[config.mk]
export PLATFORM = sky130hd
export DESIGN_NAME = bmhpq_ctrl
export DESIGN_NICKNAME = d
export VERILOG_FILES = /design/src/hw/rtl/bmhpq_pkg.sv /design/src/hw/rtl/bmhpq_ctrl.sv
export SDC_FILE = /design/constraint.sdc
export NUM_CORES = 1
export LEC_CHECK = 0
export ABC_AREA = 0
export BUFFER_PORTS_ARGS = -buffer_cell sky130_fd_sc_hd__buf_2
export CORE_AREA = 4 4 48 50
export DETAILED_ROUTE_END_ITERATION = 6
export DIE_AREA = 0 0 52 54
export PLACE_DENSITY = 0.75
export RECOVER_POWER = 100
export SLEW_MARGIN = 10
export SYNTH_ARGS = -nofsm -noshare
export SYNTH_HDL_FRONTEND = slang
export SYNTH_SLANG_ARGS = --single-unit
export TNS_END_PERCENT = 100
[constraint.sdc]
create_clock -name clk_i -period 4.2 [get_ports clk_i]
set_input_delay 0.84 -clock clk_i [delete_from_list [all_inputs] [get_ports clk_i]]
set_output_delay 0.84 -clock clk_i [all_outputs]
set_load 0.03 [all_outputs]
[src/hw/rtl/bmhpq_pkg.sv]
// bmhpq_pkg: shared widths, operation and status codes, and the command and
// status structs passed between the heap controller and its datapath.
// No dependencies.
`default_nettype none

package bmhpq_pkg;

  localparam int unsigned DEPTH_DEF = 256;
  localparam int unsigned KEY_W     = 32;
  localparam int unsigned CNT_W     = 9;          // count, position and capacity width
  localparam int unsigned IDX_W     = CNT_W + 1;  // heap index, room for 2i+1
  localparam logic [CNT_W-1:0] CAP_RST = 9'd256;

  typedef enum logic [1:0] {
    OP_INSERT   = 2'd0,
    OP_EXTRACT  = 2'd1,
    OP_INCREASE = 2'd2,
    OP_DELETE   = 2'd3
  } op_e;

  typedef enum logic [2:0] {
    ST_OK      = 3'd0,
    ST_FULL    = 3'd1,
    ST_EMPTY   = 3'd2,
    ST_BAD_POS = 3'd3,
    ST_SMALLER = 3'd4
  } status_e;

  // read address source
  typedef enum logic [2:0] {
    RA_POS,
    RA_LAST,
    RA_PARENT,
    RA_LEFT,
    RA_RIGHT,
    RA_ROOT
  } rd_sel_e;

  // write data source, written at the hole
  typedef enum logic [1:0] {
    WD_KEY,
    WD_RDATA,
    WD_BEST
  } wd_sel_e;

  // next hole index source
  typedef enum logic [2:0] {
    HS_POS,
    HS_NEXT,
    HS_ROOT,
    HS_PARENT,
    HS_BEST
  } hole_sel_e;

  typedef struct packed {
    logic      latch;
    logic      rd_en;
    rd_sel_e   rd_sel;
    logic      wr_en;
    wd_sel_e   wd_sel;
    logic      hole_ld;
    hole_sel_e hole_sel;
    logic      v_ld;
    logic      v_from_rd;
    logic      cnt_inc;
    logic      cnt_dec;
    logic      lval_ld;
    logic      ext_ld;
    logic      st_ld;
    status_e   st_val;
    logic      emit;
  } dp_cmd_t;

  typedef struct packed {
    op_e  op;
    logic full;
    logic empty;
    logic pos_bad;
    logic key_smaller;
    logic at_root;
    logic at_end;
    logic left_in;
    logic right_in;
    logic up_move;
    logic dn_move;
  } dp_stat_t;

endpackage

`default_nettype wire

[src/hw/rtl/bmhpq_ctrl.sv]
// bmhpq_ctrl: sequencer for insert, extract, increase and delete, driving
// the datapath with sift-up and sift-down steps.
// Depends on bmhpq_pkg.
`default_nettype none

module bmhpq_ctrl (
  input  wire logic                 clk_i,
  input  wire logic                 rst_ni,
  input  wire logic                 start_i,
  output      logic                 busy_o,
  input  wire bmhpq_pkg::dp_stat_t  stat_i,
  output      bmhpq_pkg::dp_cmd_t   cmd_o
);

  typedef enum logic [3:0] {
    S_IDLE,
    S_DECODE,
    S_INC_CMP,
    S_EXT_GET,
    S_DEL_LAST,
    S_UP_RD,
    S_UP_CMP,
    S_DN_L,
    S_DN_R,
    S_DN_CMP,
    S_TOP_RD,
    S_REPORT
  } state_e;

  state_e state_q, state_d;
  logic   moved_q, moved_d;

  assign busy_o = state_q != S_IDLE;

  always_comb begin
    state_d = state_q;
    moved_d = moved_q;
    cmd_o   = '0;

    unique case (state_q)
      S_IDLE: begin
        if (start_i) begin
          cmd_o.latch = 1'b1;
          state_d     = S_DECODE;
        end
      end

      S_DECODE: begin
        unique case (stat_i.op)
          bmhpq_pkg::OP_INSERT: begin
            if (stat_i.full) begin
              cmd_o.st_ld  = 1'b1;
              cmd_o.st_val = bmhpq_pkg::ST_FULL;
              state_d      = S_TOP_RD;
            end else begin
              cmd_o.cnt_inc  = 1'b1;
              cmd_o.hole_ld  = 1'b1;
              cmd_o.hole_sel = bmhpq_pkg::HS_NEXT;
              cmd_o.v_ld     = 1'b1;
              state_d        = S_UP_RD;
            end
          end
          bmhpq_pkg::OP_EXTRACT: begin
            if (stat_i.empty) begin
              cmd_o.st_ld  = 1'b1;
              cmd_o.st_val = bmhpq_pkg::ST_EMPTY;
              state_d      = S_TOP_RD;
            end else begin
              cmd_o.rd_en  = 1'b1;
              cmd_o.rd_sel = bmhpq_pkg::RA_ROOT;
              state_d      = S_EXT_GET;
            end
          end
          default: begin
            if (stat_i.pos_bad) begin
              cmd_o.st_ld  = 1'b1;
              cmd_o.st_val = bmhpq_pkg::ST_BAD_POS;
              state_d      = S_TOP_RD;
            end else if (stat_i.op == bmhpq_pkg::OP_INCREASE) begin
              cmd_o.rd_en  = 1'b1;
              cmd_o.rd_sel = bmhpq_pkg::RA_POS;
              state_d      = S_INC_CMP;
            end else begin
              cmd_o.hole_ld  = 1'b1;
              cmd_o.hole_sel = bmhpq_pkg::HS_POS;
              cmd_o.rd_en    = 1'b1;
              cmd_o.rd_sel   = bmhpq_pkg::RA_LAST;
              state_d        = S_DEL_LAST;
            end
          end
        endcase
      end

      S_INC_CMP: begin
        if (stat_i.key_smaller) begin
          cmd_o.st_ld  = 1'b1;
          cmd_o.st_val = bmhpq_pkg::ST_SMALLER;
          state_d      = S_TOP_RD;
        end else begin
          cmd_o.hole_ld  = 1'b1;
          cmd_o.hole_sel = bmhpq_pkg::HS_POS;
          cmd_o.v_ld     = 1'b1;
          state_d        = S_UP_RD;
        end
      end

      S_EXT_GET: begin
        cmd_o.ext_ld   = 1'b1;
        cmd_o.hole_ld  = 1'b1;
        cmd_o.hole_sel = bmhpq_pkg::HS_ROOT;
        cmd_o.rd_en    = 1'b1;
        cmd_o.rd_sel   = bmhpq_pkg::RA_LAST;
        state_d        = S_DEL_LAST;
      end

      S_DEL_LAST: begin
        cmd_o.v_ld      = 1'b1;
        cmd_o.v_from_rd = 1'b1;
        cmd_o.cnt_dec   = 1'b1;
        moved_d         = 1'b0;
        // removing the last slot itself leaves nothing to move
        state_d         = stat_i.at_end ? S_TOP_RD : S_DN_L;
      end

      S_UP_RD: begin
        if (stat_i.at_root) begin
          cmd_o.wr_en  = 1'b1;
          cmd_o.wd_sel = bmhpq_pkg::WD_KEY;
          state_d      = S_TOP_RD;
        end else begin
          cmd_o.rd_en  = 1'b1;
          cmd_o.rd_sel = bmhpq_pkg::RA_PARENT;
          state_d      = S_UP_CMP;
        end
      end

      S_UP_CMP: begin
        cmd_o.wr_en = 1'b1;
        if (stat_i.up_move) begin
          cmd_o.wd_sel   = bmhpq_pkg::WD_RDATA;
          cmd_o.hole_ld  = 1'b1;
          cmd_o.hole_sel = bmhpq_pkg::HS_PARENT;
          state_d        = S_UP_RD;
        end else begin
          cmd_o.wd_sel = bmhpq_pkg::WD_KEY;
          state_d      = S_TOP_RD;
        end
      end

      S_DN_L: begin
        if (stat_i.left_in) begin
          cmd_o.rd_en  = 1'b1;
          cmd_o.rd_sel = bmhpq_pkg::RA_LEFT;
          state_d      = S_DN_R;
        end else if (moved_q) begin
          cmd_o.wr_en  = 1'b1;
          cmd_o.wd_sel = bmhpq_pkg::WD_KEY;
          state_d      = S_TOP_RD;
        end else begin
          state_d = S_UP_RD;
        end
      end

      S_DN_R: begin
        cmd_o.lval_ld = 1'b1;
        cmd_o.rd_en   = stat_i.right_in;
        cmd_o.rd_sel  = bmhpq_pkg::RA_RIGHT;
        state_d       = S_DN_CMP;
      end

      S_DN_CMP: begin
        if (stat_i.dn_move) begin
          cmd_o.wr_en    = 1'b1;
          cmd_o.wd_sel   = bmhpq_pkg::WD_BEST;
          cmd_o.hole_ld  = 1'b1;
          cmd_o.hole_sel = bmhpq_pkg::HS_BEST;
          moved_d        = 1'b1;
          state_d        = S_DN_L;
        end else if (moved_q) begin
          cmd_o.wr_en  = 1'b1;
          cmd_o.wd_sel = bmhpq_pkg::WD_KEY;
          state_d      = S_TOP_RD;
        end else begin
          state_d = S_UP_RD;
        end
      end

      S_TOP_RD: begin
        cmd_o.rd_en  = 1'b1;
        cmd_o.rd_sel = bmhpq_pkg::RA_ROOT;
        state_d      = S_REPORT;
      end

      S_REPORT: begin
        cmd_o.emit = 1'b1;
        state_d    = S_IDLE;
      end

      default: begin
        state_d = S_IDLE;
      end
    endcase
  end

  always_ff @(posedge clk_i or negedge rst_ni) begin
    if (!rst_ni) begin
      state_q <= S_IDLE;
      moved_q <= 1'b0;
    end else begin
      state_q <= state_d;
      moved_q <= moved_d;
    end
  end

endmodule

`default_nettype wire

==> impl_metrics.tcl <==
set metrics [dict create \
    coreArea_um2 1902 \
    synth.avg_cell_area_um2 6.882 \
    track_usage_pct 16.72 \
    clockBufferDepth 2 \
    p_per_area_nw_per_um2 739.1 \
    final.setup.tns_ns 0 \
    finalWirelength_um 2285 \
    finalPower_uw 713.9 \
    cp_data_required_time_ns 3.36 \
    fin_crit_sh_pct 71.41 \
    htreeDepth 1 \
    synth_top_area_cell "dfrtp_1" \
    synth_seq_cells 5 \
    post-route-min-period_ns 2.999 \
    area_delta_synth_final_pct 18.95 \
    seq_area_um2 125.1 \
    grt_max_degree 25 \
    peakVddDrop_mv 0.4372 \
    finalNonFillerCells 178 \
    synthesis.nets 133 \
    grt_pass1_wl_um 3615 \
    clk_latency_ns 0.24 \
    hp-class "in2async" \
    numClockSinks 5 \
    vias 962 \
    crit_type "reg2out" \
    cts_resized 0 \
    initial_core_util_pct 42.70 \
    drt_iter0_drc 21 \
    r2r_slack_ns 2.25 \
    drv_cap 0 \
    reg2reg_depth 4 \
    hold_viol_final 0 \
    gp_congestion 0.8154 \
    fin_skew_ns 0.001971 \
    overflow 0 \
    endpoint_kind "output pin" \
    num_rows 16 \
    antenna_cells 0 \
    fillerInstances 221 \
    drv_slew 0 \
    worst-slew-pin-transition_ns 0.6686 \
    nets 167 \
    p_leak_uw 0.0003971 \
    cts_buffers 3 \
    grt_pass1_vias 890 \
    ys_seq_area_share_pct 15.41 \
    via_per_inst 5.404 \
    synth.distinct_cells 41 \
    cp_max_fo 24 \
    cts_root_buf "clkbuf_4" \
    status "complete, no violations" \
    yosys.area.top_type_share_pct 15.41 \
    placed_cells 174 \
    r2r-start "state_q[1]$_DFFE_PN0P_" \
    final_area_um2 965.9 \
    die_area_um2 2808 \
    crit_arrival_ns 2.16 \
    timing.fmax_mhz 333.4 \
    place_hpwl_um 1798 \
    worst_setup_path_start_kind "flip-flop" \
    ctsHoldBuffers 0 \
    rsz0062_at_grt "no" \
    setup_slack_ns 1.201 \
    synth_area_um2 812.0 \
    multiInputGateArea_um2 590.6 \
    drive_above_1_share_pct 15.89 \
    clk_pin_slew_worst_paths_ns 0.04 \
    async_flop_share_pct 100.0 \
    slew_headroom_pct 55.43 \
    io_pins 39 \
    netlist_instances 118 \
    placed_cell_area_um2 980.9 \
    pre_cts_slack_ns 1.415 \
    ys.flop_type "dfrtp_1" \
    ant_nets 0 \
    antenna_found_initial 0 \
    drt_first_pass_iters 4 \
    finalSetupViolations 0 \
    postCtsSetupBuffers 0 \
    drc 0 \
    avgRoutedWirePerCell_um 12.84 \
    cts_tree "yes" \
    io_buffers 38 \
    timing.rr.end "state_q[0]$_DFFE_PN0P_" \
    synth_edf_count 0 \
    synthTopCellsByArea "dfrtp_1 (15%), nor2_1 (7.9%), o21ai_0 (5.5%)" \
    dieWidth_um 52 \
    chipHeight_um 54 \
    synth_warnings 0 \
]
==> metal layers <==
layer  global-route usage, %  vias up  routed length (um)
met3                   1.939        2                 165
met4                   7.424        0                   8
li1                        -      497                   -
met5                       0        -                   0
met1                   20.76      426                1018
met2                   28.87       37                1092
==> worst max-delay path by stage <==
| stage | to | startpoint | slack [ns] |
|---|---|---|---|
| global route | cmd_o[11] | state_q[1]$_DFFE_PN0P_ | 1.07 |
| global placement | cmd_o[14] | stat_i[11] | 1.44 |
| floorplan | cmd_o[11] | stat_i[11] | 1.30 |
| CTS | cmd_o[11] | state_q[1]$_DFFE_PN0P_ | 1.38 |
| detailed placement | cmd_o[14] | stat_i[11] | 1.41 |
| finish | cmd_o[11] | state_q[1]$_DFFE_PN0P_ | 1.20 |
==> sequential cells by signal (all words and copies together), names as in the netlist <==
signal	count
state_q	4
moved_q	1
==> layout by cell type, fill, tap and decap left out, types with 2 or more instances in the layout <==
cell type	synthesis	final
o32a_1	2	2
clkbuf_1	1	25
nor2_1	17	17
a31oi_1	4	4
o21ai_0	9	10
nand2b_1	7	7
dfrtp_1	5	5
a21oi_1	7	7
and3_1	2	2
or3_1	2	2
inv_1	8	8
nand3_1	2	2
a32oi_1	2	2
nand2_1	6	6
nor3b_1	3	3
nor3_1	6	6
clkbuf_4	0	3
nor2b_1	5	5
and3b_1	2	2
buf_2	5	14
==> critical path: stages (launching register included) <==
cell	delay, ns
dfrtp_1	0.62
or4b_1	0.73
nor2_2	0.15
nor2_1	0.07
inv_1	0.05
clkbuf_1	0.30
==> metrics by stage <==
| stage | utilization (%) | hold WS, ns |
|---|---|---|
| 2_1_floorplan | - | 0.5266 |
| 3_3_place_gp | 51.58 | 0.5799 |
| 3_5_place_dp | 51.58 | 0.5796 |
| 4_1_cts | 52.96 | 0.3957 |
| 5_1_grt | 50.79 | 0.4513 |
| 6_report | 50.79 | 0.4383 |
==> cells by family (layout without fill, tap and decap cells) <==
group,Yosys count,in the layout,synth area share (%)
AND/OR/NAND/NOR,59,59,40.83
flip-flops,5,5,15.41
AO/OA/AOI/OAI,36,36,31.90
buffers and inverters,17,50,10.48
multiplexers,1,1,1.387
==> layout make-up <==
class | count | share of cell area, %
Clock buffer | 4 | 2.720
Inverter | 8 | 3.109
Multi-Input combinational cell | 96 | 61.14
Sequential cell | 5 | 12.95
Tap cell | 27 | 3.497
Timing Repair Buffer | 38 | 16.58
==> synth_stat cells (2+ instances only) <==
master	count
nand2_1	6
inv_1	8
a31oi_1	4
nand3_1	2
nor2b_1	5
buf_4	2
o32a_1	2
nor3_1	6
and3b_1	2
and3_1	2
a21oi_1	7
nor3b_1	3
nand2b_1	7
nor2_1	17
a32oi_1	2
dfrtp_1	5
or3_1	2
o21ai_0	9
buf_2	5
==> where the power goes <==
part	switching [uW]	total (uW)	internal, uW
registers	87.6	159	71.2
clock network	18.3	54.2	35.8
logic	329	501	172
(Power assumes the default switching activity.)
